<file path="config.mk">
export PLATFORM = sky130hd
export DESIGN_NAME = programmable_crc_encode_check_unit
export DESIGN_NICKNAME = d
export VERILOG_FILES = /design/src/hw/rtl/cce_pkg.sv /design/src/hw/rtl/programmable_crc_encode_check_unit.sv /design/src/hw/rtl/cce_front.sv /design/src/hw/rtl/cce_queue.sv /design/src/hw/rtl/cce_back.sv
export VERILOG_INCLUDE_DIRS = /design/src /design/src/hw/rtl
export SDC_FILE = /design/constraint.sdc
export NUM_CORES = 1
export LEC_CHECK = 0
export ABC_AREA = 1
export ABC_CLOCK_PERIOD_IN_PS = 3600
export BUFFER_PORTS_ARGS = -buffer_cell sky130_fd_sc_hd__buf_2
export CAP_MARGIN = 10
export CORE_ASPECT_RATIO = 0.6
export CORE_MARGIN = 5
export CORE_UTILIZATION = 44
export CTS_BUF_LIST = sky130_fd_sc_hd__clkbuf_8
export DETAILED_ROUTE_END_ITERATION = 7
export PLACE_DENSITY = 0.6
export REMOVE_ABC_BUFFERS = 1
export SLEW_MARGIN = 10
export SYNTH_ARGS = -nofsm -noshare
export SYNTH_HDL_FRONTEND = slang
export SYNTH_SLANG_ARGS = --single-unit
</file>
<file path="constraint.sdc">
create_clock -name clk -period 3.6 [get_ports clk]
set_clock_uncertainty 0.1 [all_clocks]
set_input_delay 0.72 -clock clk [delete_from_list [all_inputs] [get_ports clk]]
set_output_delay 0.72 -clock clk [all_outputs]
set_load 0.05 [all_outputs]
</file>
<file path="src/hw/rtl/assert_macros.svh">
// Assertion helpers shared by the RTL. Each check is clocked on clk and
// switched off while rst_n is low.
`ifndef ASSERT_MACROS_SVH
`define ASSERT_MACROS_SVH

// Same-cycle implication: whenever ante holds, cons holds too.
`define CCE_ASSERT_IMPL(lbl, ante, cons) \
    lbl: assert property (@(posedge clk) disable iff (!rst_n) (ante) |-> (cons)) \
        else $error("implication check failed");

// Next-cycle implication: whenever ante holds, cons holds in the cycle after.
`define CCE_ASSERT_NEXT(lbl, ante, cons) \
    lbl: assert property (@(posedge clk) disable iff (!rst_n) (ante) |=> (cons)) \
        else $error("next-cycle check failed");

`endif

</file>
<file path="src/hw/rtl/cce_pkg.sv">
package cce_pkg;

    // Largest generator degree supported by default.
    localparam int MAX_DEGREE_DEF = 32;

    // Entries in the queue between front and back.
    localparam int QUEUE_DEPTH = 4;

    // Fixed register and field widths.
    localparam int GEN_W  = 33;
    localparam int DEG_W  = 6;
    localparam int CFG_IW = 2;

    // Configuration register indexes.
    localparam logic [CFG_IW-1:0] CFG_GENERATOR = 2'd0;
    localparam logic [CFG_IW-1:0] CFG_DEGREE    = 2'd1;
    localparam logic [CFG_IW-1:0] CFG_CHECK     = 2'd2;

    // Kind of an output beat.
    typedef enum logic [1:0] {
        KIND_DATA    = 2'd0,
        KIND_TAIL    = 2'd1,
        KIND_VERDICT = 2'd2
    } cce_kind_t;

    // Verdict status codes.
    typedef enum logic [1:0] {
        ST_OK       = 2'd0,
        ST_ERROR    = 2'd1,
        ST_IMPROPER = 2'd2,
        ST_SHORT    = 2'd3
    } cce_status_t;

    // What follows the data beat of an item.
    typedef enum logic [1:0] {
        END_NONE    = 2'd0,
        END_VERDICT = 2'd1,
        END_TAIL    = 2'd2
    } cce_end_t;

    // Live configuration registers.
    typedef struct packed {
        logic [GEN_W-1:0] generator_bits;
        logic [DEG_W-1:0] generator_degree;
        logic             check_mode;
    } cce_cfg_t;

    // Classified item handed from front to back.
    typedef struct packed {
        logic             data_bit;
        logic             quotient_bit;
        cce_end_t         end_kind;
        cce_status_t      status;
        logic [DEG_W-1:0] degree;
    } cce_cmd_t;

endpackage

</file>
<file path="src/hw/rtl/programmable_crc_encode_check_unit.sv">
// Data beats reach the outputs through the queue and the output beat register.
// Throughput: one bit per cycle while the queue is not full; the output sequencer
// adds one tail beat per remainder bit to an encoded frame, or else a verdict beat.
// The four-entry queue absorbs input bits while the tail bits drain.
// Reset (rst_n low, asynchronous) clears remainder, bit count, queue and
// output valid, and sets generator 0, degree 1, encode mode.
`include "assert_macros.svh"

module programmable_crc_encode_check_unit #(
    parameter int MAX_DEGREE = cce_pkg::MAX_DEGREE_DEF
) (
    input  logic                         clk,
    input  logic                         rst_n,
    input  logic                         cfg_we,
    input  logic [cce_pkg::CFG_IW-1:0]   cfg_index,
    input  logic [cce_pkg::GEN_W-1:0]    cfg_data,
    input  logic                         in_valid,
    output logic                         in_stall,
    input  logic                         data_bit,
    input  logic                         frame_last,
    output logic                         out_valid,
    input  logic                         out_stall,
    output logic [1:0]                   result_kind,
    output logic                         frame_bit,
    output logic                         quotient_bit,
    output logic [1:0]                   status,
    output logic                         run_last
);

    cce_pkg::cce_cfg_t     cfg_reg;
    cce_pkg::cce_cfg_t     cfg_next;
    logic                  q_full;
    logic                  q_empty;
    logic                  push;
    logic                  pop;
    cce_pkg::cce_cmd_t     push_cmd;
    cce_pkg::cce_cmd_t     head_cmd;
    logic [MAX_DEGREE-1:0] push_rem;
    logic [MAX_DEGREE-1:0] head_rem;
    logic                  tail_beat;
    logic                  verdict_beat;

    // Configuration register writes; unknown indexes are ignored.
    always_comb
    begin
        cfg_next = cfg_reg;
        if (cfg_we)
        begin
            unique case (cfg_index)
                cce_pkg::CFG_GENERATOR: cfg_next.generator_bits   = cfg_data;
                cce_pkg::CFG_DEGREE:    cfg_next.generator_degree = cfg_data[5:0];
                cce_pkg::CFG_CHECK:     cfg_next.check_mode       = cfg_data[0];
                default:                cfg_next = cfg_reg;
            endcase
        end
    end

    always_ff @(posedge clk or negedge rst_n)
    begin
        if (!rst_n)
        begin
            cfg_reg.generator_bits   <= '0;
            cfg_reg.generator_degree <= 6'd1;
            cfg_reg.check_mode       <= 1'b0;
        end
        else
        begin
            cfg_reg <= cfg_next;
        end
    end

    // Front: division step and frame classification.
    cce_front #(
        .MAX_DEGREE (MAX_DEGREE)
    ) u_front (
        .clk        (clk),
        .rst_n      (rst_n),
        .cfg        (cfg_reg),
        .in_valid   (in_valid),
        .in_stall   (in_stall),
        .data_bit   (data_bit),
        .frame_last (frame_last),
        .q_full     (q_full),
        .push       (push),
        .push_cmd   (push_cmd),
        .push_rem   (push_rem)
    );

    // Queue between front and back.
    cce_queue #(
        .MAX_DEGREE (MAX_DEGREE)
    ) u_queue (
        .clk      (clk),
        .rst_n    (rst_n),
        .push     (push),
        .push_cmd (push_cmd),
        .push_rem (push_rem),
        .pop      (pop),
        .full     (q_full),
        .empty    (q_empty),
        .head_cmd (head_cmd),
        .head_rem (head_rem)
    );

    // Back: expands each entry into its output beats.
    cce_back #(
        .MAX_DEGREE (MAX_DEGREE)
    ) u_back (
        .clk          (clk),
        .rst_n        (rst_n),
        .q_empty      (q_empty),
        .head_cmd     (head_cmd),
        .head_rem     (head_rem),
        .pop          (pop),
        .out_valid    (out_valid),
        .out_stall    (out_stall),
        .result_kind  (result_kind),
        .frame_bit    (frame_bit),
        .quotient_bit (quotient_bit),
        .status       (status),
        .run_last     (run_last)
    );

    // Kind of the beat currently offered.
    assign tail_beat    = out_valid && (result_kind == cce_pkg::KIND_TAIL);
    assign verdict_beat = out_valid && (result_kind == cce_pkg::KIND_VERDICT);

    // A taken beat that is not the last of its item is followed at once by another.
    `CCE_ASSERT_NEXT(a_run_continues, out_valid && !out_stall && !run_last, out_valid)

    // Tail beats carry no quotient bit and no status.
    `CCE_ASSERT_IMPL(a_tail_clean, tail_beat, !quotient_bit && status == cce_pkg::ST_OK)

    // A verdict always closes its item.
    `CCE_ASSERT_IMPL(a_verdict_last, verdict_beat, run_last && !frame_bit)

endmodule

</file>
<file path="src/hw/rtl/cce_front.sv">
module cce_front #(
    parameter int MAX_DEGREE = cce_pkg::MAX_DEGREE_DEF
) (
    input  logic                  clk,
    input  logic                  rst_n,
    input  cce_pkg::cce_cfg_t     cfg,
    input  logic                  in_valid,
    output logic                  in_stall,
    input  logic                  data_bit,
    input  logic                  frame_last,
    input  logic                  q_full,
    output logic                  push,
    output cce_pkg::cce_cmd_t     push_cmd,
    output logic [MAX_DEGREE-1:0] push_rem
);

    localparam int RemW = MAX_DEGREE;
    localparam int IdxW = (RemW > 1) ? $clog2(RemW) : 1;
    localparam logic [cce_pkg::DEG_W:0] MaxDeg = (cce_pkg::DEG_W + 1)'(MAX_DEGREE);
    localparam logic [cce_pkg::DEG_W-1:0] SeenMax = '1;

    logic [RemW-1:0]           rem_reg;
    logic [RemW-1:0]           rem_next;
    logic [cce_pkg::DEG_W-1:0] seen_reg;
    logic [cce_pkg::DEG_W-1:0] seen_next;

    logic                      accept;
    logic                      deg_ok;
    logic                      msb;
    logic                      qbit;
    logic                      gen_lead;
    logic                      proper;
    logic                      too_short;
    logic [RemW-1:0]           mask;
    logic [RemW-1:0]           gen_ext;
    logic [RemW-1:0]           shifted;
    logic [RemW-1:0]           rem_upd;
    logic [cce_pkg::DEG_W-1:0] seen_inc;
    logic [IdxW-1:0]           msb_idx;

    assign in_stall = q_full;
    assign accept   = in_valid && !q_full;

    // Remainder mask of the current degree.
    always_comb
    begin
        for (int i = 0; i < RemW; i++)
        begin
            mask[i] = (i < int'(cfg.generator_degree));
        end
    end

    // One division step: shift, feed back the quotient bit through the generator.
    always_comb
    begin
        deg_ok  = (cfg.generator_degree != '0) &&
                  ({1'b0, cfg.generator_degree} <= MaxDeg);
        msb_idx = IdxW'(cfg.generator_degree - 6'd1);
        msb     = deg_ok ? rem_reg[msb_idx] : 1'b0;
        qbit    = deg_ok ? (msb ^ data_bit) : 1'b0;
        gen_ext = RemW'(cfg.generator_bits);
        shifted = (rem_reg << 1) & mask;
        if (!deg_ok)
        begin
            rem_upd = rem_reg;
        end
        else if (qbit)
        begin
            rem_upd = shifted ^ (gen_ext & mask);
        end
        else
        begin
            rem_upd = shifted;
        end
    end

    // Frame length count and generator sanity.
    always_comb
    begin
        seen_inc  = (seen_reg == SeenMax) ? seen_reg : seen_reg + 6'd1;
        gen_lead  = (cfg.generator_degree <= 6'd32) &&
                    cfg.generator_bits[cfg.generator_degree];
        proper    = deg_ok && gen_lead && cfg.generator_bits[0];
        too_short = (seen_inc <= cfg.generator_degree);
    end

    // Classify the item for the back end.
    always_comb
    begin
        push_cmd.data_bit     = data_bit;
        push_cmd.quotient_bit = qbit;
        push_cmd.degree       = cfg.generator_degree;
        push_cmd.end_kind     = cce_pkg::END_NONE;
        push_cmd.status       = cce_pkg::ST_OK;
        if (frame_last)
        begin
            priority if (!proper)
            begin
                push_cmd.end_kind = cce_pkg::END_VERDICT;
                push_cmd.status   = cce_pkg::ST_IMPROPER;
            end
            else if (too_short)
            begin
                push_cmd.end_kind = cce_pkg::END_VERDICT;
                push_cmd.status   = cce_pkg::ST_SHORT;
            end
            else if (cfg.check_mode)
            begin
                push_cmd.end_kind = cce_pkg::END_VERDICT;
                push_cmd.status   = (rem_upd != '0) ? cce_pkg::ST_ERROR : cce_pkg::ST_OK;
            end
            else
            begin
                push_cmd.end_kind = cce_pkg::END_TAIL;
            end
        end
        push     = accept;
        push_rem = rem_upd;
    end

    // State update; the end of a frame clears the remainder and the bit count.
    always_comb
    begin
        rem_next  = rem_reg;
        seen_next = seen_reg;
        if (accept)
        begin
            if (frame_last)
            begin
                rem_next  = '0;
                seen_next = '0;
            end
            else
            begin
                rem_next  = rem_upd;
                seen_next = seen_inc;
            end
        end
    end

    always_ff @(posedge clk or negedge rst_n)
    begin
        if (!rst_n)
        begin
            rem_reg  <= '0;
            seen_reg <= '0;
        end
        else
        begin
            rem_reg  <= rem_next;
            seen_reg <= seen_next;
        end
    end

endmodule

</file>
<file path="src/hw/rtl/cce_queue.sv">
module cce_queue #(
    parameter int MAX_DEGREE = cce_pkg::MAX_DEGREE_DEF
) (
    input  logic                  clk,
    input  logic                  rst_n,
    input  logic                  push,
    input  cce_pkg::cce_cmd_t     push_cmd,
    input  logic [MAX_DEGREE-1:0] push_rem,
    input  logic                  pop,
    output logic                  full,
    output logic                  empty,
    output cce_pkg::cce_cmd_t     head_cmd,
    output logic [MAX_DEGREE-1:0] head_rem
);

    localparam int Depth = cce_pkg::QUEUE_DEPTH;
    localparam int PtrW  = (Depth > 1) ? $clog2(Depth) : 1;
    localparam int CntW  = $clog2(Depth + 1);

    cce_pkg::cce_cmd_t     cmd_mem [Depth];
    logic [MAX_DEGREE-1:0] rem_mem [Depth];

    logic [PtrW-1:0] wr_ptr_reg;
    logic [PtrW-1:0] wr_ptr_next;
    logic [PtrW-1:0] rd_ptr_reg;
    logic [PtrW-1:0] rd_ptr_next;
    logic [CntW-1:0] count_reg;
    logic [CntW-1:0] count_next;
    logic            do_push;
    logic            do_pop;

    assign full     = (count_reg == CntW'(Depth));
    assign empty    = (count_reg == '0);
    assign do_push  = push && !full;
    assign do_pop   = pop && !empty;
    assign head_cmd = cmd_mem[rd_ptr_reg];
    assign head_rem = rem_mem[rd_ptr_reg];

    // Pointer and fill bookkeeping.
    always_comb
    begin
        wr_ptr_next = wr_ptr_reg;
        rd_ptr_next = rd_ptr_reg;
        count_next  = count_reg;
        if (do_push)
        begin
            wr_ptr_next = (wr_ptr_reg == PtrW'(Depth - 1)) ? '0 : wr_ptr_reg + 1'b1;
        end
        if (do_pop)
        begin
            rd_ptr_next = (rd_ptr_reg == PtrW'(Depth - 1)) ? '0 : rd_ptr_reg + 1'b1;
        end
        if (do_push && !do_pop)
        begin
            count_next = count_reg + 1'b1;
        end
        else if (do_pop && !do_push)
        begin
            count_next = count_reg - 1'b1;
        end
    end

    always_ff @(posedge clk or negedge rst_n)
    begin
        if (!rst_n)
        begin
            wr_ptr_reg <= '0;
            rd_ptr_reg <= '0;
            count_reg  <= '0;
        end
        else
        begin
            wr_ptr_reg <= wr_ptr_next;
            rd_ptr_reg <= rd_ptr_next;
            count_reg  <= count_next;
        end
    end

    // Entry storage.
    always_ff @(posedge clk)
    begin
        if (do_push)
        begin
            cmd_mem[wr_ptr_reg] <= push_cmd;
            rem_mem[wr_ptr_reg] <= push_rem;
        end
    end

endmodule

</file>
<file path="src/hw/rtl/cce_back.sv">
module cce_back #(
    parameter int MAX_DEGREE = cce_pkg::MAX_DEGREE_DEF
) (
    input  logic                  clk,
    input  logic                  rst_n,
    input  logic                  q_empty,
    input  cce_pkg::cce_cmd_t     head_cmd,
    input  logic [MAX_DEGREE-1:0] head_rem,
    output logic                  pop,
    output logic                  out_valid,
    input  logic                  out_stall,
    output logic [1:0]            result_kind,
    output logic                  frame_bit,
    output logic                  quotient_bit,
    output logic [1:0]            status,
    output logic                  run_last
);

    localparam int RemW = MAX_DEGREE;
    localparam int IdxW = (RemW > 1) ? $clog2(RemW) : 1;

    logic [cce_pkg::DEG_W-1:0] phase_reg;
    logic [cce_pkg::DEG_W-1:0] phase_next;
    logic                      valid_reg;
    logic                      valid_next;
    cce_pkg::cce_kind_t        kind_reg;
    cce_pkg::cce_kind_t        kind_next;
    logic                      fbit_reg;
    logic                      fbit_next;
    logic                      qbit_reg;
    logic                      qbit_next;
    cce_pkg::cce_status_t      status_reg;
    cce_pkg::cce_status_t      status_next;
    logic                      last_reg;
    logic                      last_next;

    logic                      load_en;
    logic                      fire;
    logic [IdxW-1:0]           tail_idx;

    assign load_en  = !valid_reg || !out_stall;
    assign fire     = load_en && !q_empty;
    assign tail_idx = IdxW'(head_cmd.degree - phase_reg);

    // Beat sequencer: data beat, then at frame end a verdict or remainder bits.
    always_comb
    begin
        phase_next  = phase_reg;
        valid_next  = valid_reg;
        kind_next   = kind_reg;
        fbit_next   = fbit_reg;
        qbit_next   = qbit_reg;
        status_next = status_reg;
        last_next   = last_reg;
        pop         = 1'b0;
        if (load_en)
        begin
            valid_next = !q_empty;
        end
        if (fire)
        begin
            if (phase_reg == '0)
            begin
                kind_next   = cce_pkg::KIND_DATA;
                fbit_next   = head_cmd.data_bit;
                qbit_next   = head_cmd.quotient_bit;
                status_next = cce_pkg::ST_OK;
                last_next   = (head_cmd.end_kind == cce_pkg::END_NONE);
                if (head_cmd.end_kind == cce_pkg::END_NONE)
                begin
                    pop = 1'b1;
                end
                else
                begin
                    phase_next = 6'd1;
                end
            end
            else if (head_cmd.end_kind == cce_pkg::END_VERDICT)
            begin
                kind_next   = cce_pkg::KIND_VERDICT;
                fbit_next   = 1'b0;
                qbit_next   = 1'b0;
                status_next = head_cmd.status;
                last_next   = 1'b1;
                pop         = 1'b1;
                phase_next  = '0;
            end
            else
            begin
                kind_next   = cce_pkg::KIND_TAIL;
                fbit_next   = head_rem[tail_idx];
                qbit_next   = 1'b0;
                status_next = cce_pkg::ST_OK;
                last_next   = (phase_reg == head_cmd.degree);
                if (phase_reg == head_cmd.degree)
                begin
                    pop        = 1'b1;
                    phase_next = '0;
                end
                else
                begin
                    phase_next = phase_reg + 6'd1;
                end
            end
        end
    end

    // Control state.
    always_ff @(posedge clk or negedge rst_n)
    begin
        if (!rst_n)
        begin
            phase_reg <= '0;
            valid_reg <= 1'b0;
        end
        else
        begin
            phase_reg <= phase_next;
            valid_reg <= valid_next;
        end
    end

    // Output beat register.
    always_ff @(posedge clk)
    begin
        kind_reg   <= kind_next;
        fbit_reg   <= fbit_next;
        qbit_reg   <= qbit_next;
        status_reg <= status_next;
        last_reg   <= last_next;
    end

    assign out_valid    = valid_reg;
    assign result_kind  = kind_reg;
    assign frame_bit    = fbit_reg;
    assign quotient_bit = qbit_reg;
    assign status       = status_reg;
    assign run_last     = last_reg;

endmodule

</file>
# After elaboration in Yosys (flattened, before gate mapping)
# Memory sizes are Yosys's and may differ from the RTL's.
# Cells that the tools add are included.
[totals]
register_bits = 99
latchBits = 0
ram_bits = 176
romBits = 0
out_inout_bits = 9
mem_count = 2
[op_classes]
n_addsub = 8
multipliers = 0
div_mod_pow = 0
n_lt_le_gt_ge = 38
n_eq_ne = 9
shifts = 0
mux = 39
bitwise = 5
reduce_logical = 29
[memory_table]
columns = ["name", "words", "word_bits", "rd", "rd_ports_with_merged_regs", "write_ports", "line", "rtl"]
rows = [
  ["u_queue.rem_mem", 4, 32, 1, 0, 1, "cce_queue.sv:21", "logic [MAX_DEGREE-1:0] rem_mem [Depth];"],
  ["u_queue.cmd_mem", 4, 12, 1, 0, 1, "cce_queue.sv:20", "cce_pkg::cce_cmd_t cmd_mem [Depth];"],
]
[ops]
columns = ["operator", "n"]
rows = [
  ["$lt 5x6->1 const A", 16],
  ["$mux 32", 3],
  ["$and 32x32->32", 2],
  ["$lt 4x6->1 const A", 8],
  ["$mux 6", 6],
  ["$reduce_bool 32->1", 1],
  ["$xor 32x32->32", 1],
  ["$lt 3x6->1 const A", 4],
  ["$mux 1", 17],
  ["$add 6x1->6 const B", 2],
  ["$le 6x6->1 const B", 2],
  ["$lt 1x6->1 const A", 2],
  ["$lt 2x6->1 const A", 2],
  ["$lt 5x6->1 const B", 2],
  ["$mux 4", 3],
  ["$bmux 1 s5", 2],
  ["$logic_and 1x1->1", 10],
  ["$mux 2", 5],
  ["$reduce_and 2->1", 4],
  ["$lt 6x7->1 const B", 1],
  ["$bmux 1 s6", 1],
  ["$eq 2x2->1 const B", 3],
  ["$eq 6x6->1", 1],
  ["$eq 6x6->1 const B", 1],
  ["other kinds (20)", 29],
]

# Longest topological paths before layout
[depth]
depth_word = 14
mapped_depth = 25
mapped_depth_nobuf = 22

# Cells and area by module
# A second synthesis with hierarchy kept.
[hier_totals]
hier_cells = 1719
hier_area_um2 = 14999.4
[modules_own_cells]
columns = ["module", "instances", "cells_each", "area_each_um2", "seq_area_each_um2"]
rows = [
  ["cce_queue", 1, 574, 7542.2, 5460.2],
  ["cce_front", 1, 768, 4451.8, 950.9],
  ["programmable_crc_encode_check_unit", 1, 178, 1657.8, 1002.2],
  ["cce_back", 1, 199, 1347.5, 385.4],
]

# Worst setup path before layout
# Ideal clock, no wire load.
[synth_timing]
path_type = "reg2reg"
startpoint = "reg u_queue.rd_ptr_reg[1]"
endpoint = "reg u_queue.count_reg[1]"
arrival_time_ps = 3624
required_time_ps = 3375
slack_ps = -248
path_stages_with_launch = 18
path_buffers = 4
cell_sequence = "dfrtp_1 > buf_2 > clkinv_1 > clkbuf_1 > clkbuf_1 > clkbuf_1 > a21oi_1 > a32o_1 > ha_1 > nand3_1 > nor3_1 > a21oi_1 > o21ai_0 > nand2_1 > ha_1 > inv_1 > fa_1 > mux2_2"
[synth_between]
elab_chain_len = 10
elab_cells_between_ends = 15
classes_between = "eq/ne (2); mux (6); reduce/logical (6); memory (1)"
[synth_rtl]
columns = ["element", "line", "rtl"]
rows = [
  ["start, declared", "cce_queue.sv:25", "logic [PtrW-1:0] rd_ptr_reg;"],
  ["start signal, assigned", "cce_queue.sv:74", "rd_ptr_reg <= rd_ptr_next;"],
  ["$mem_v2 4x12 (*)", "--", ""],
  ["$eq 6x6->1", "cce_back.sv:95", "if (phase_reg == head_cmd.degree)"],
  ["$mux 1", "cce_back.sv:95", ""],
  ["$mux 1", "cce_back.sv:78", "else if (head_cmd.end_kind == cce_pkg::END_VERDICT)"],
  ["$mux 1 (*)", "cce_back.sv:62", "if (phase_reg == '0)"],
  ["$mux 1 (*)", "cce_back.sv:60", "if (fire)"],
  ["$logic_and 1x1->1 (*)", "cce_queue.sv:35", "assign do_pop = pop && !empty;"],
  ["$logic_not 1->1 (*)", "cce_queue.sv:53", "if (do_push && !do_pop)"],
  ["$logic_and 1x1->1 (*)", "cce_queue.sv:53", ""],
  ["$mux 3 (*)", "cce_queue.sv:53", ""],
  ["net u_queue.count_next[1]", "cce_queue.sv:28", "logic [CntW-1:0] count_next;"],
  ["end signal, assigned", "cce_queue.sv:75", "count_reg <= count_next;"],
  ["end, declared", "cce_queue.sv:27", "logic [CntW-1:0] count_reg;"],
]
# Mark *: on every way through the listed nets, which the timed path passes. The rest lies on a longest branch.
# A chain may end at the register's enable or synchronous reset.

==> impl_results.rst <==
.. list-table::
   :header-rows: 1

   * - Metric
     - Value
   * - Die width
     - 238.4 um
   * - Max frequency
     - 0.2971 GHz
   * - Dpl cells
     - roughly 2000
   * - Layout overhead on the synthesized area
     - 15.30%
   * - Synth Area in Adders
     - about 2.2%
   * - Root buf cell
     - clkbuf_8
   * - IR drop worst, VDD
     - 679.6 uV
   * - Half-perimeter wire length after detailed placement
     - 26070 um
   * - Share of the synthesized netlist area taken by xor and xnor gates
     - roughly 2.7%
   * - Multiplexer area fraction after synthesis
     - roughly 1.3%
   * - HP Class
     - in2async
   * - Fraction of the cycle the final worst path needs
     - between 90 and 100%
   * - DR vias
     - roughly 11000
   * - MaxCap Viol Count
     - 0
   * - GRT Util Overall
     - 21.53%
   * - Worst Path Arrival
     - approximately 3600 ps
   * - Met3 wirelength from detailed routing
     - 3621 um
   * - Outcome
     - finished clean
   * - Final setup violating endpoints
     - 0
   * - Flip-flop count of the largest register, all copies and words added
     - around 130
   * - Aggregate routed wire length
     - around 39000 um
   * - Power per Cell Area
     - about 860 nW/um2
   * - Crit path required time
     - between 3000 and 4000 ps
   * - Worst Reg-to-Reg Cells
     - 22
   * - Number of hold buffers added after CTS
     - 0
   * - Beginning of the worst register-to-register path
     - cfg_reg[1]
   * - Largest net degree at the start of global routing
     - ~80
   * - Met1 Routed Length
     - 18480 um
   * - Commonest cells after routing, fill and taps aside
     - 291 x nand2_1, 183 x edfxtp_1, 167 x inv_1, 146 x nor2_1, 115 x a21oi_1
   * - First-iteration detailed-routing DRC count
     - about 920
   * - Dominant combinational cell family by area after synthesis
     - simple AND/OR/NAND/NOR gates
   * - Total congestion overflow after global routing
     - 0
   * - Number of remaining DRC errors
     - 0
   * - Placeable core area
     - approximately 31000 um2
   * - Async S/R FF share, synth
     - 33.45%
   * - Final-layout fill cell count
     - approximately 2900
   * - Mean cell area of the mapped netlist
     - about 9.4 um2
   * - Largest fanout on the critical path
     - 10
   * - Number of antenna violations at the first check in global routing
     - 0
   * - Commonest non-fill, non-tap cell in the layout
     - nand2_1
   * - Worst setup path category
     - reg2reg
   * - Final Instance Count excl. Fillers
     - 2026
   * - CTS tree
     - built
   * - Layout cells sized above 1
     - 16.71%
   * - Flops & latches, synth
     - about 280
   * - Worst slew pin tran
     - 812.7 ps
   * - Total chip power
     - between 10 and 15 mW
   * - Count of boundary I/O pins
     - ~50
   * - Post-detailed-route count of antenna-violating nets
     - 0
   * - Count of distinct cell types in the synthesized netlist
     - between 40 and 50
   * - Buffer levels on the longest clock path
     - 3
   * - Initial Util
     - roughly 44%
   * - Final Wtd Congestion
     - between 0.9 and 1
   * - Headroom to the max-slew limit
     - approximately 46%
   * - Post-route minimum period
     - about 3400 ps
   * - Sequential element share of the synthesized area
     - 56.62%
   * - Syn. warnings
     - 0
   * - First-pass iteration count of the detailed router
     - 5
   * - Total Die Area
     - 35060 um2
   * - Via count of the first global-routing pass
     - 10635
   * - Die height
     - roughly 150 um
   * - Antenna cell count
     - 0
   * - Final Instance Area
     - around 16000 um2
   * - Simple-gate portion of the synthesized area
     - ~17%
   * - Netlist area before placement
     - 13770 um2
   * - Global-route wire length before repair
     - around 60000 um
   * - Final net count
     - 1648
   * - Leakage power total
     - 6.883 nW
   * - Synth Area in Compound Gates
     - 13.14%
   * - Total clock buffers created by CTS
     - 41
   * - Reg-to-Reg End
     - u_queue.cmd_mem[1][6]
   * - Met2 wire len
     - approximately 16000 um
   * - Total placed instance area
     - between 10000 and 15000 um2
   * - Clock Pin Slew Worst Setup and Hold Paths
     - around 70 ps
   * - Final-layout setup total negative slack
     - 0 ps
   * - Average routed wire per standard cell
     - 19.01 um
   * - Vias per cell
     - 5.437
   * - Synthesized instance count
     - ~1500
   * - Max Used Layer
     - met4
   * - Number of enable-type register cells in the synthesized netlist
     - ~180
   * - # rows
     - 50
   * - Final count of hold timing violations
     - 0
   * - Clock net sink count
     - 275
   * - Reg-to-reg setup timing slack
     - 230 ps
   * - Area of all sequential standard cells
     - between 7000 and 8000 um2
   * - Worst hold slack
     - about 86 ps
   * - Clock Latency Late Sink
     - between 500 and 600 ps
   * - Deepest level of the CTS H-tree
     - 2
   * - Area occupied by multi-input gates
     - between 5000 and 6000 um2
   * - Input/output buffers
     - 50
   * - Max Transition Viols Final
     - 0
   * - Predominant post-synthesis flop cell
     - edfxtp_1
   * - Setup crit start kind
     - register
   * - Critical path capture point type
     - register
-- repair_timing --
item | CTS | global route
setup endpoints to repair | 4 | 14
cloned | 0 | 1
pin swaps | 0 | 5
resized for setup | 1 | 39
setup buffers | 0 | 6
-- how the worst max path moves through the flow --
stage | start | end | slack [ps] | cells after the start
after floorplan | u_queue.rd_ptr_reg[0] | u_queue.count_reg[1] | -2630 | 13
after global placement | cfg_reg[1] | u_queue.cmd_mem[3][6] | 110 | 21
after detailed placement | cfg_reg[1] | u_queue.cmd_mem[1][6] | -20 | 21
after CTS | cfg_reg[1] | u_queue.cmd_mem[3][6] | 30 | 21
after global routing | cfg_reg[3] | u_queue.cmd_mem[3][6] | -3 | 22
final | cfg_reg[1] | u_queue.cmd_mem[1][6] | 230 | 22
-- kinds of logic (layout without fill, tap and decap cells) --
| group | count (synthesis) | in the layout |
|---|---|---|
| and+or+nand+nor | 558 | 559 |
| adders and majority gates | 23 | 23 |
| muxes | 16 | 16 |
| buffers and inverters | 240 | 377 |
| DFF | 275 | 275 |
| AOI/OAI and AO/OA | 317 | 317 |
| xor gates and xnor gates | 43 | 43 |
-- worst max-delay path, stage by stage, from the launching register on --
cell and delay, ps:
dfstp_2 560, inv_4 70, ha_4 180, nor2_2 170, inv_1 60, nand2_1 160, nand3_1 120, nand3_2 90
nand3b_4 100, nand2_2 90, nand2_4 80, nand3_4 200, inv_2 150, nand2_1 130, nand2_1 90, a21oi_2 150
nand2_1 80, nor2_2 140, nand2_1 80, nor2_2 80, nand2_1 70, nand2_1 70, a21oi_2 80
-- metrics by stage --
step / worst slack [ps] / util [%]
after floorplan: -2628 / -
after global placement: 114.5 / 48.15
after detailed placement: -24.81 / 48.15
after CTS: 34.97 / 50.52
after global routing: -3.491 / 51.18
final: 234.0 / 51.18
-- per-layer routing --
metal / GRT usage (%) / vias up
met1: 33.18 / 5303
li1: - / 5250
met4: 4.186 / 0
met5: 0 / -
met3: 6.341 / 54
met2: 30.25 / 408
-- power breakdown --
part           total (mW)  internal, mW  switching [mW]
Combinational        6.58          2.24            4.34
Sequential           4.63          4.30           0.333
Clock                2.40          1.17            1.23
Total                13.6          7.71            5.90
-- layout make-up --
cell class | count | area share (%)
Clock inverter | 27 | 0.8903
Clock buffer | 43 | 3.727
Timing Repair Buffer | 140 | 6.382
Tap cell | 416 | 3.278
Sequential cell | 275 | 49.13
Multi-Input combinational cell | 958 | 32.62
Inverter | 167 | 3.979
-- cells in the mapped netlist, drive strengths merged (13+ instances only) --
cell type	number	area, um2
edfxtp	183	5495
clkbuf	47	176.4
o21ai	102	510.5
buf	26	162.7
ha	21	262.8
o22ai	54	337.8
mux2	16	180.2
nand4	26	162.7
xor2	30	262.8
a21oi	122	618.1
nand3	61	335.3
nand2	294	1114
a221oi	20	175.2
nor2	161	616.8
xnor2	13	113.9
inv	161	609.3
dfrtp	91	2277
No activity file was read; power rests on OpenSTA's default activity.
